[config.mk]
export PLATFORM = sky130hd
export DESIGN_NAME = positional_insert_delete_list_unit
export DESIGN_NICKNAME = d
export VERILOG_FILES = /design/src/hdl/pidl_pkg.sv /design/src/hdl/positional_insert_delete_list_unit.sv
export SDC_FILE = /design/constraint.sdc
export NUM_CORES = 2
export LEC_CHECK = 0
export BUFFER_PORTS_ARGS = -buffer_cell sky130_fd_sc_hd__buf_2
export CAP_MARGIN = 10
export CORE_MARGIN = 1
export CORE_UTILIZATION = 40
export DETAILED_ROUTE_END_ITERATION = 16
export HOLD_SLACK_MARGIN = 0.05
export PLACE_DENSITY = 0.52
export SYNTH_ARGS = -nofsm -noshare
export SYNTH_HDL_FRONTEND = slang
export SYNTH_SLANG_ARGS = --single-unit
[constraint.sdc]
create_clock -name clk -period 10 [get_ports clk]
set_input_delay 2 -clock clk [delete_from_list [all_inputs] [get_ports clk]]
set_output_delay 2 -clock clk [all_outputs]
set_load 0.05 [all_outputs]
[src/hdl/pidl_pkg.sv]
// Package for the positional insert/delete list unit.
// Holds list sizing, operation and status codes, sequencer states and the
// request and response transaction types. No dependencies.
package pidl_pkg;

  // List sizing
  localparam int DEPTH = 64;
  localparam int AW    = $clog2(DEPTH);
  localparam int CW    = $clog2(DEPTH + 1);

  // Requested operation
  typedef enum logic [2:0] {
    KIND_LIST      = 3'd0,
    KIND_INS_FRONT = 3'd1,
    KIND_INS_BACK  = 3'd2,
    KIND_INS_AT    = 3'd3,
    KIND_DEL_FRONT = 3'd4,
    KIND_DEL_BACK  = 3'd5,
    KIND_DEL_AT    = 3'd6
  } kind_t;

  // Result status
  typedef enum logic [2:0] {
    STAT_DONE   = 3'd0,
    STAT_FULL   = 3'd1,
    STAT_EMPTY  = 3'd2,
    STAT_BADPOS = 3'd3,
    STAT_NOLIST = 3'd4,
    STAT_ITEM   = 3'd5
  } status_t;

  // Sequencer states
  typedef enum logic [1:0] {
    SEQ_IDLE,
    SEQ_LIST,
    SEQ_SHIFT_UP,
    SEQ_SHIFT_DN
  } seq_state_t;

  typedef struct packed {
    kind_t              kind;
    logic [5:0]         position;
    logic signed [31:0] value;
  } req_t;

  typedef struct packed {
    status_t            status;
    logic signed [31:0] element;
    logic [5:0]         element_index;
    logic [6:0]         count_after;
    logic               last;
  } rsp_t;

endpackage

[src/hdl/positional_insert_delete_list_unit.sv]
// Positional insert/delete list unit: entry memory, shift sequencer and
// two-deep response buffer. Depends on pidl_pkg.
//
// Keeps an ordered list of up to DEPTH signed 32-bit values in a simple
// dual-port synchronous memory (one write and one read per cycle, registered
// read data). A request is accepted only while the sequencer is idle and
// the response skid slot is empty; a response left waiting in the output
// register does not block it. Every insert or delete answers with one status
// transaction carrying the new count, pushed into the response buffer at
// acceptance; the memory shift then runs in the background. An insert at p
// moves the entries from the top down to p up one slot (one entry moved per
// cycle, then the new value written at p), none at the end; a delete at p
// moves the entries above p down one slot, none when p is the last entry.
// A list request on n entries reads one entry per cycle and emits n element
// transactions, back to back while the consumer does not stall. These rates
// are set by the one read and one write the entry memory allows per cycle.
// Entries are never cleared; only entries below the count are read.
module positional_insert_delete_list_unit
  import pidl_pkg::*;
(
  input  logic clk,
  input  logic rst,
  input  logic req_valid,
  output logic req_stall,
  input  req_t req,
  output logic rsp_valid,
  input  logic rsp_stall,
  output rsp_t rsp
);

  // Entry memory
  logic signed [31:0] mem [DEPTH];
  logic signed [31:0] rdata;
  logic               mem_we;
  logic               mem_re;
  logic [AW-1:0]      mem_waddr;
  logic [AW-1:0]      mem_raddr;
  logic signed [31:0] mem_wdata;

  // Sequencer registers
  seq_state_t         state, state_next;
  logic [CW-1:0]      count, count_next;
  logic [AW-1:0]      ptr, ptr_next;
  logic [CW-1:0]      rem, rem_next;
  logic               rd_pend, rd_pend_next;
  logic [AW-1:0]      rd_tag, rd_tag_next;
  logic               lst_last, lst_last_next;
  logic [AW-1:0]      ins_pos, ins_pos_next;
  logic signed [31:0] ins_val, ins_val_next;

  // Response buffer
  logic pend_valid;
  rsp_t pend;
  logic push;
  rsp_t push_d;
  logic take;
  logic accept;

  assign take      = rsp_valid & ~rsp_stall;
  assign req_stall = (state != SEQ_IDLE) | pend_valid;
  assign accept    = req_valid & ~req_stall;

  // Read and write the entry memory
  always_ff @(posedge clk) begin
    if (mem_we) mem[mem_waddr] <= mem_wdata;
    if (mem_re) rdata <= mem[mem_raddr];
  end

  // Hold sequencer state
  always_ff @(posedge clk) begin
    if (rst) begin
      state    <= SEQ_IDLE;
      count    <= '0;
      rem      <= '0;
      rd_pend  <= 1'b0;
    end else begin
      state    <= state_next;
      count    <= count_next;
      rem      <= rem_next;
      rd_pend  <= rd_pend_next;
    end
  end

  always_ff @(posedge clk) begin
    ptr      <= ptr_next;
    rd_tag   <= rd_tag_next;
    lst_last <= lst_last_next;
    ins_pos  <= ins_pos_next;
    ins_val  <= ins_val_next;
  end

  // Decode requests and step the shift and list sequences
  always_comb begin
    logic [CW-1:0] tgt;
    logic [CW-1:0] tmp;
    logic [1:0]    occ;
    status_t       st;

    tgt           = '0;
    tmp           = '0;
    occ           = 2'(rsp_valid) + 2'(pend_valid) + 2'(rd_pend) - 2'(take);
    st            = STAT_DONE;
    state_next    = state;
    count_next    = count;
    ptr_next      = ptr;
    rem_next      = rem;
    rd_pend_next  = 1'b0;
    rd_tag_next   = rd_tag;
    lst_last_next = lst_last;
    ins_pos_next  = ins_pos;
    ins_val_next  = ins_val;
    mem_we        = 1'b0;
    mem_re        = 1'b0;
    mem_waddr     = rd_tag;
    mem_raddr     = ptr;
    mem_wdata     = rdata;
    push          = 1'b0;
    push_d        = '{status: STAT_DONE, element: '0, element_index: '0,
                      count_after: '0, last: 1'b1};

    unique case (state)
      SEQ_IDLE: begin
        if (accept) begin
          push = 1'b1;
          unique case (req.kind)
            KIND_LIST: begin
              if (count == '0) begin
                st = STAT_NOLIST;
              end else begin
                push       = 1'b0;
                ptr_next   = '0;
                rem_next   = count;
                state_next = SEQ_LIST;
              end
            end
            KIND_INS_FRONT, KIND_INS_BACK, KIND_INS_AT: begin
              unique case (req.kind)
                KIND_INS_FRONT: tgt = '0;
                KIND_INS_BACK:  tgt = count;
                default:        tgt = CW'(req.position);
              endcase
              if (count >= CW'(DEPTH)) begin
                st = STAT_FULL;
              end else if (tgt > count) begin
                st = STAT_BADPOS;
              end else begin
                tmp          = count - CW'(1);
                count_next   = count + CW'(1);
                ptr_next     = tmp[AW-1:0];
                rem_next     = count - tgt;
                ins_pos_next = tgt[AW-1:0];
                ins_val_next = req.value;
                state_next   = SEQ_SHIFT_UP;
              end
            end
            KIND_DEL_FRONT, KIND_DEL_BACK, KIND_DEL_AT: begin
              unique case (req.kind)
                KIND_DEL_FRONT: tgt = '0;
                KIND_DEL_BACK:  tgt = count - CW'(1);
                default:        tgt = CW'(req.position);
              endcase
              if (count == '0 && req.kind != KIND_DEL_AT) begin
                st = STAT_EMPTY;
              end else if (tgt >= count) begin
                st = STAT_BADPOS;
              end else begin
                tmp        = tgt + CW'(1);
                count_next = count - CW'(1);
                ptr_next   = tmp[AW-1:0];
                rem_next   = count - tmp;
                state_next = (count == tmp) ? SEQ_IDLE : SEQ_SHIFT_DN;
              end
            end
            default: begin
              st = STAT_BADPOS;
            end
          endcase
          push_d.status      = st;
          push_d.count_after = count_next;
        end
      end

      SEQ_SHIFT_UP: begin
        // Move entry ptr up by one, then drop the new value in its slot
        if (rd_pend) begin
          mem_we = 1'b1;
        end
        if (rem != '0) begin
          mem_re       = 1'b1;
          ptr_next     = ptr - AW'(1);
          rem_next     = rem - CW'(1);
          rd_pend_next = 1'b1;
          rd_tag_next  = ptr + AW'(1);
        end else if (!rd_pend) begin
          mem_we     = 1'b1;
          mem_waddr  = ins_pos;
          mem_wdata  = ins_val;
          state_next = SEQ_IDLE;
        end
      end

      SEQ_SHIFT_DN: begin
        // Move entry ptr down by one until the top entry has moved
        if (rd_pend) begin
          mem_we = 1'b1;
        end
        if (rem != '0) begin
          mem_re       = 1'b1;
          ptr_next     = ptr + AW'(1);
          rem_next     = rem - CW'(1);
          rd_pend_next = 1'b1;
          rd_tag_next  = ptr - AW'(1);
        end else begin
          state_next = SEQ_IDLE;
        end
      end

      SEQ_LIST: begin
        // Emit the element read last cycle; read the next if space remains
        if (rd_pend) begin
          push                 = 1'b1;
          push_d.status        = STAT_ITEM;
          push_d.element       = rdata;
          push_d.element_index = rd_tag;
          push_d.count_after   = count;
          push_d.last          = lst_last;
        end
        if (rem != '0 && occ < 2'd2) begin
          mem_re        = 1'b1;
          ptr_next      = ptr + AW'(1);
          rem_next      = rem - CW'(1);
          rd_pend_next  = 1'b1;
          rd_tag_next   = ptr;
          lst_last_next = (rem == CW'(1));
        end
        if (rem == '0) begin
          state_next = SEQ_IDLE;
        end
      end

      default: begin
        state_next = SEQ_IDLE;
      end
    endcase
  end

  // Advance the two-deep response buffer
  always_ff @(posedge clk) begin
    if (rst) begin
      rsp_valid  <= 1'b0;
      pend_valid <= 1'b0;
    end else if (pend_valid) begin
      if (take) begin
        rsp_valid  <= 1'b1;
        pend_valid <= push;
      end
    end else if (!rsp_valid || take) begin
      rsp_valid <= push;
    end else begin
      pend_valid <= push;
    end
  end

  always_ff @(posedge clk) begin
    if (pend_valid) begin
      if (take) begin
        rsp  <= pend;
        pend <= push_d;
      end
    end else if (!rsp_valid || take) begin
      rsp <= push_d;
    end else begin
      pend <= push_d;
    end
  end

endmodule

Word level (Yosys, flattened, before mapping)
Memories as Yosys holds them, arrays and structs flattened. A register that Yosys moved wholly into a read port is not among the register bits.
Cells that the tools add are included.
Storage, ports and cells
  register bits: 168
  RAM bits: 2048
  input bits: 45
  memories: 1
Cells by class
  add/subtract/negate cells: 11
  $lt $le $gt $ge: 4
  eq/ne operators: 29
  mux-type cells: 93
  bitwise gates (word level): 7
  reduce and logical (&&, ||, !) cells: 24
Memory list
  mem: words 64, width 32, read ports 1, clocked after Yosys merged registers in 1, wr ports 1, RTL line positional_insert_delete_list_unit.sv:32  | logic signed [31:0] mem [DEPTH];
Operator list (number)
  2-to-1 mux 49 bit: 7
  2-to-1 mux 7 bit: 19
  2-to-1 mux 32 bit: 3
  2-to-1 mux 6 bit: 13
  case mux 7 bit (2 select lines): 4
  case mux 7 bit (3 select lines): 2
  2-to-1 mux 38 bit: 1
  case mux 6 bit (3 select lines): 2
  2-to-1 mux 2 bit: 15
  case mux 6 bit (4 select lines): 1
  inequality test 2 bit, second input constant: 9
  inequality test 3 bit, second input constant: 6
  2-to-1 mux 1 bit: 17
  adder 7 x 1 -> 7 bit, second input constant: 2
  logical NOT 7 bit: 2
  subtractor 7 x 1 -> 7 bit, second input constant: 2
  subtractor 7 bit: 2
  AND reduction 11 bit: 1
  AND reduction 10 bit: 1
  == test 3 bit, second input constant: 3
  case mux 3 bit (3 select lines): 1
  AND reduction 9 bit: 1
  case mux 2 bit (4 select lines): 1
  AND reduction 2 bit: 4
  36 further kinds: 49

Logic depth before layout (Yosys ltp)
  depth after elaboration: 14
  depth in mapped cells: 16
  mapped depth without buffers: 15

Worst setup path before layout
No wires, ideal clock.
  path type: input to register
  start: input port req[39] (netlist bit)
  end: register ins_pos[0], enable pin
  arrival: 5.849 ns
  setup slack: 3.718 ns
  cell stages on the path: 11
  path buffers: 3
  cells stage by stage: buf_2 nor2_1 or2_2 clkbuf_1 clkbuf_1 a22oi_1 ha_1 nor2b_1 o31ai_1 a2111o_1 nor2_1
On the way
  word-level cells in the longest chain between the ends: 8
Ends and longest elaborated chain
  from (decl): RTL line positional_insert_delete_list_unit.sv:25  | input req_t req,
  == test 3 x 2 -> 1 bit or == test 3 x 1 -> 1 bit (tied branches): RTL line positional_insert_delete_list_unit.sv:125, positional_insert_delete_list_unit.sv:137
  case mux 7 bit (2 select lines): RTL line positional_insert_delete_list_unit.sv:137  | unique case (req.kind)
  2-to-1 mux 7 bit: RTL line positional_insert_delete_list_unit.sv:125  | unique case (req.kind)
  2-to-1 mux 7 bit: RTL line positional_insert_delete_list_unit.sv:123  | if (accept) begin
  2-to-1 mux 7 bit: RTL line positional_insert_delete_list_unit.sv:121  | unique case (state)
  greater-than comparator 7 bit: RTL line positional_insert_delete_list_unit.sv:144  | end else if (tgt > count) begin
  inverter 1 bit (no source line)
  AND reduction 5 bit (no source line) (*)
  to (signal assigned): RTL line positional_insert_delete_list_unit.sv:88  | ins_pos <= ins_pos_next;
  to (decl): RTL line positional_insert_delete_list_unit.sv:48  | logic [AW-1:0] ins_pos, ins_pos_next;
Every way passes the cells marked *; elsewhere a longest branch is shown, timed or not. The select of a mux whose other input is x is not followed.
A chain may end at the register's enable or synchronous reset.

Final worst setup path
  start: input port req[38] (netlist bit)
  end: register rem[6]
On the way
  word-level cells in the longest chain between the ends: 12
Ends and longest elaborated chain
  == test 3 bit: RTL line positional_insert_delete_list_unit.sv:125, positional_insert_delete_list_unit.sv:157
  case mux 7 bit (2 select lines): RTL line positional_insert_delete_list_unit.sv:157  | unique case (req.kind)
  2-to-1 mux 7 bit: RTL line positional_insert_delete_list_unit.sv:125
  2-to-1 mux 7 bit: RTL line positional_insert_delete_list_unit.sv:123
  2-to-1 mux 7 bit: RTL line positional_insert_delete_list_unit.sv:121
  adder 7 x 1 -> 7 bit: RTL line positional_insert_delete_list_unit.sv:167  | tmp = tgt + CW'(1);
  subtractor 7 bit: RTL line positional_insert_delete_list_unit.sv:170  | rem_next = count - tmp;
  2-to-1 mux 7 bit: RTL line positional_insert_delete_list_unit.sv:164  | end else if (tgt >= count) begin
  2-to-1 mux 7 bit: RTL line positional_insert_delete_list_unit.sv:162  | if (count == '0 && req.kind != KIND_DEL_AT) begin
  case mux 7 bit (3 select lines): RTL line positional_insert_delete_list_unit.sv:125
  2-to-1 mux 7 bit: RTL line positional_insert_delete_list_unit.sv:123
  case mux 7 bit (3 select lines): RTL line positional_insert_delete_list_unit.sv:121
  to (signal assigned): RTL line positional_insert_delete_list_unit.sv:79  | rem <= rem_next;
  to (decl): RTL line positional_insert_delete_list_unit.sv:44  | logic [CW-1:0] rem, rem_next;
Several ways; a longest one is shown, not always the timed one. The select of a mux whose other input is x is not followed.

==> summary by stage <==
Floorplanning
The x dimension of the die is 472 um. After floorplanning, the core was sized to cover about 220000 um^2. The die is 472 um tall.

The effective utilization at floorplan is between 40% and 50%. 96 I/O pins were placed. The site row count is about 170. The floorplan step defined a die boundary enclosing roughly 220000 um^2.

STA
The setup total negative slack is 0 ns. The number of endpoints with negative hold slack in the final report is 0. The final worst slack is 4.65 ns. For the pin with the worst max-slew slack, the measured transition is roughly 1.2 ns.

The count of pins over their slew limit is 0. Setup repair after global routing left no endpoint under its margin. The fraction of the cycle the final worst path needs is between 50% and 60%.

Measured against its own limit, the worst slew margin works out to about a fifth. For the final database, setup skew stands at approximately 0.032 ns. The number of failing setup endpoints in the final timing report is 0. For this run, the top clock speed supported by timing is between 150 and 200 MHz.

The minimum period implied by the final worst setup slack is approximately 5.4 ns.

Routing
The first routing iteration left between 4000 and 5000 violations. The total wire length after detailed routing is between 200000 and 250000 um. The total number of vias is between 40000 and 50000. The detail route stage leaves a number of antenna-violating nets equal to 0.

The number of design rule violations left after detail routing is 0. For this run, the detailed router's first-pass iteration total came to 6. After detailed routing, the average wire length per cell comes to approximately 33 um.

Using the TritonRoute via totals, the vias-per-cell ratio works out to roughly 5.8.

Synthesis
The leading cell type by number of instances after synthesis is sky130_fd_sc_hd__edfxtp_1. Of all cell types, the one taking the most synthesized area is sky130_fd_sc_hd__edfxtp_1. In the synthesized netlist, the number of instances is a little over 4000.

The sequential share of the synthesized area is approximately three quarters. The post-synthesis instance area is between 80000 and 90000 um^2. The area share of the largest cell type after synthesis is 75.6%.

Yosys attributes the largest share of cell area to sky130_fd_sc_hd__edfxtp_1, sky130_fd_sc_hd__mux4_2, sky130_fd_sc_hd__mux2_2. The number of warnings issued by yosys is 0. Counting flops with an async set or reset pin after synthesis yields a share of 0%. The number of flops mapped to enable cells by yosys is 2229. The number of nets handed over by synthesis was about 4200.

Ranked by instance count, the synthesized netlist is headed by sky130_fd_sc_hd__edfxtp_1, sky130_fd_sc_hd__mux4_2, sky130_fd_sc_hd__nand2_1, sky130_fd_sc_hd__nor2_1, sky130_fd_sc_hd__clkbuf_1. After synthesis the netlist holds a flip-flop and latch count of 2248. For this run, the leading register cell type out of synthesis is sky130_fd_sc_hd__edfxtp_1. The mean post-synth cell area is approximately 21 um^2.

The number of different library cells used by synthesis comes to 76.

Global route
The first global-routing pass estimated ~350000 um of wire. The overall global routing resource usage is 22.2%. The initial antenna violation count is 16. The total global routing overflow is 0.

The pin count of the biggest net entering global routing is ~130. The via count of the first global-routing pass is around 44000.

Place
Routability-driven placement finished with a final weighted congestion of between 0.8 and 0.9. The worst slack at placement is ~3.8 ns. The HPWL after detailed placement is ~130000 um. During placement, the flow inserted port buffers numbering 95. The post-placement cell count is slightly above 7000.

Final layout
The post-layout utilization of the core is roughly 46%. In the final layout, the share of cells above drive strength 1 is between 20% and 30%. The sequential cell area is roughly 67000 um^2. The growth of design area from synthesis to finish is 13.5%. Excluding fillers, the count of instances in the completed layout stands at approximately 7500. The final layout contains ~4500 nets. The combined area of the multi-input logic cells is 20600 um^2. The count of filler cells inserted in the layout is between 15000 and 20000.

Power
The clock network burns between 30 and 40% of the power. The sum of internal, switching and leakage power is approximately 25000 uW. The analysis attributes to cell leakage a power of around 0.032 uW.

The relative contribution of combinational cells to total power is 21.3%. The maximum VDD drop is 209 uV. The internal power is roughly 17000 uW. For this design the ratio of total power to cell area is between 200 and 250 nW/um^2. Summed over all nets, the switching power comes to 7180 uW. The portion of total power attributed to sequential cells is 45.6%. The proportion of total power due to net switching is between 20% and 30%.

Clock network
TritonCTS built the clock tree. The number of H-tree levels is 4. The number of CTS-inserted buffers is around 220. The number of buffers added for setup after CTS is 0. The clock insertion delay at the later pin of the skew report is roughly 0.86 ns. The clock tree root driver cell is sky130_fd_sc_hd__clkbuf_16. CTS saw about 2200 sinks. The total of hold buffers inserted after clock tree synthesis is 0. The post-cts gate resize count is 0.

After clock tree synthesis, the clock-pin slew on the worst setup and hold paths is roughly 0.060 ns. The longest clock path from root to sink contains 3 buffers.

Critical path
Along the worst path, the maximum fanout reaches 23. The signal on the critical path passes through buf_2 -> nor2_1 -> or2_2 -> a22oi_1 -> ha_1 -> nor2b_1 -> o31ai_1 -> a21o_1 -> nand2_1 -> a31oi_2 -> inv_1 -> o221a_1. The required time of the critical path is between 10 and 15 ns. On the worst path, the slowest cell contributes a delay of 0.66 ns.

The cell with the largest stage delay on the worst path is sky130_fd_sc_hd__o31ai_1. The worst setup path is launched from an input port. The buffer and inverter count on the worst path is 2. The cell family contributing the most delay on the critical path is compound AO/OA/AOI/OAI gates. The critical path class is input port to flip-flop. STA classifies the critical path endpoint as a flip-flop. Data on the critical path arrives at its endpoint at 6.10 ns.

Flow run
Across the run, the number of max-cap violations was 0.

Worst hold path
The path category of the worst min-delay check is flip-flop to flip-flop.

Run status
The flow ran to the end, and the final reports show no timing, DRC or antenna violations.
## cells by family after synthesis
kind of cell	Yosys count	synth area share [%]
DFF	2248	76.1
muxes	742	16.8
and+or+nand+nor	484	2.55
AOI/OAI and AO/OA	341	2.51
buffers and inverters	261	1.34
adders and majority gates	32	0.469
xor gates and xnor gates	30	0.297
## routing by layer
layer,track usage [%],part of all wire [%]
met1,31.6,43
met2,35.6,48
met3,3.68,6.0
met4,5.32,2.1
met5,0,0.012
## power groups by stage
stage / clock (uW) / sequential (uW) / combinational [uW]
6_report: 8140 / 11200 / 5230
5_1_grt: 8660 / 11200 / 5480
2_1_floorplan: 0 / 11600 / 2980
3_3_place_gp: 0 / 11400 / 5260
4_1_cts: 8290 / 11200 / 5310
3_5_place_dp: 0 / 11400 / 5310
## registers in the layout (all words and copies together), names as in the netlist
| register | count |
|---|---|
| mem | 2048 |
| state | 2 |
| pend_valid | 1 |
| lst_last | 1 |
| mem_raddr | 6 |
| pend | 49 |
| rd_pend | 1 |
| rd_tag | 6 |
| rem | 7 |
| count | 7 |
| ins_pos | 6 |
| rsp | 49 |
| ins_val | 32 |
| rdata | 32 |
| rsp_valid | 1 |
## worst paths after layout
kind | from | slack, ns | endpoint | depth (start not counted)
worst max-delay path | req[38] | 4.65 | rem[6]$_SDFFE_PP0P_ | 12
worst min-delay path | rem[1]$_SDFFE_PP0P_ | 0.50 | rem[1]$_SDFFE_PP0P_ | 2
worst max register to register | count[1]$_SDFFE_PP0P_ | 4.97 | rem[6]$_SDFFE_PP0P_ | 12
worst min register to register | rem[1]$_SDFFE_PP0P_ | 0.50 | rem[1]$_SDFFE_PP0P_ | 2
## worst register-to-register path: stages (launching register included)
cell                      delay (ns)
sky130_fd_sc_hd__dfxtp_1        0.81
sky130_fd_sc_hd__inv_1          0.43
sky130_fd_sc_hd__ha_1           0.37
sky130_fd_sc_hd__nor3b_2        0.21
sky130_fd_sc_hd__xnor2_1        0.29
sky130_fd_sc_hd__o21ai_0        0.24
sky130_fd_sc_hd__ha_1           0.38
sky130_fd_sc_hd__nand4_1        0.11
sky130_fd_sc_hd__o21ai_1        0.63
sky130_fd_sc_hd__nand2_1        0.18
sky130_fd_sc_hd__a31oi_2        0.62
sky130_fd_sc_hd__inv_1          0.33
sky130_fd_sc_hd__o221a_1        0.32
## layout make-up
cell class,count,share of cell area (%)
clock inverter,133,1.10
sequential,2248,67.0
tap,2958,3.69
timing repair buffer,238,1.63
clock buffer,283,5.87
multi-input combinational,1629,20.5
antenna,7,0.0174
inverter,35,0.133
## layout by cell type, fill, tap and decap left out, types with 8 or more instances in the layout
cell	count
sky130_fd_sc_hd__nand2_2	29
sky130_fd_sc_hd__ha_1	30
sky130_fd_sc_hd__nand2b_1	17
sky130_fd_sc_hd__clkbuf_1	56
sky130_fd_sc_hd__nand2_1	147
sky130_fd_sc_hd__a21oi_1	77
sky130_fd_sc_hd__mux2i_1	78
sky130_fd_sc_hd__nor2b_1	8
sky130_fd_sc_hd__and2_1	20
sky130_fd_sc_hd__clkinv_2	52
sky130_fd_sc_hd__clkinv_1	53
sky130_fd_sc_hd__nor2_1	62
sky130_fd_sc_hd__dfxtp_1	18
sky130_fd_sc_hd__a211oi_1	19
sky130_fd_sc_hd__or2_2	8
sky130_fd_sc_hd__nor2_4	66
sky130_fd_sc_hd__nand3_1	23
sky130_fd_sc_hd__buf_4	136
sky130_fd_sc_hd__mux2_2	76
sky130_fd_sc_hd__mux4_2	586
sky130_fd_sc_hd__and3_1	39
sky130_fd_sc_hd__buf_2	95
sky130_fd_sc_hd__o21a_1	9
sky130_fd_sc_hd__a31oi_1	21
sky130_fd_sc_hd__edfxtp_1	2229
sky130_fd_sc_hd__xnor2_1	23
sky130_fd_sc_hd__o22ai_1	34
sky130_fd_sc_hd__nor3_1	21
sky130_fd_sc_hd__clkbuf_16	227
sky130_fd_sc_hd__o211ai_1	18
sky130_fd_sc_hd__o221ai_1	20
sky130_fd_sc_hd__bufinv_16	15
sky130_fd_sc_hd__inv_1	31
sky130_fd_sc_hd__o21ai_0	75
## metrics by stage
step,hold slack (ns),cell area (um^2)
final,0.496,100000
after detailed placement,0.484,93400
after global placement,0.478,93400
after global routing,0.531,100000
after CTS,0.494,100000
after floorplan,0.458,88500
No activity file was read; power rests on OpenSTA's default activity.
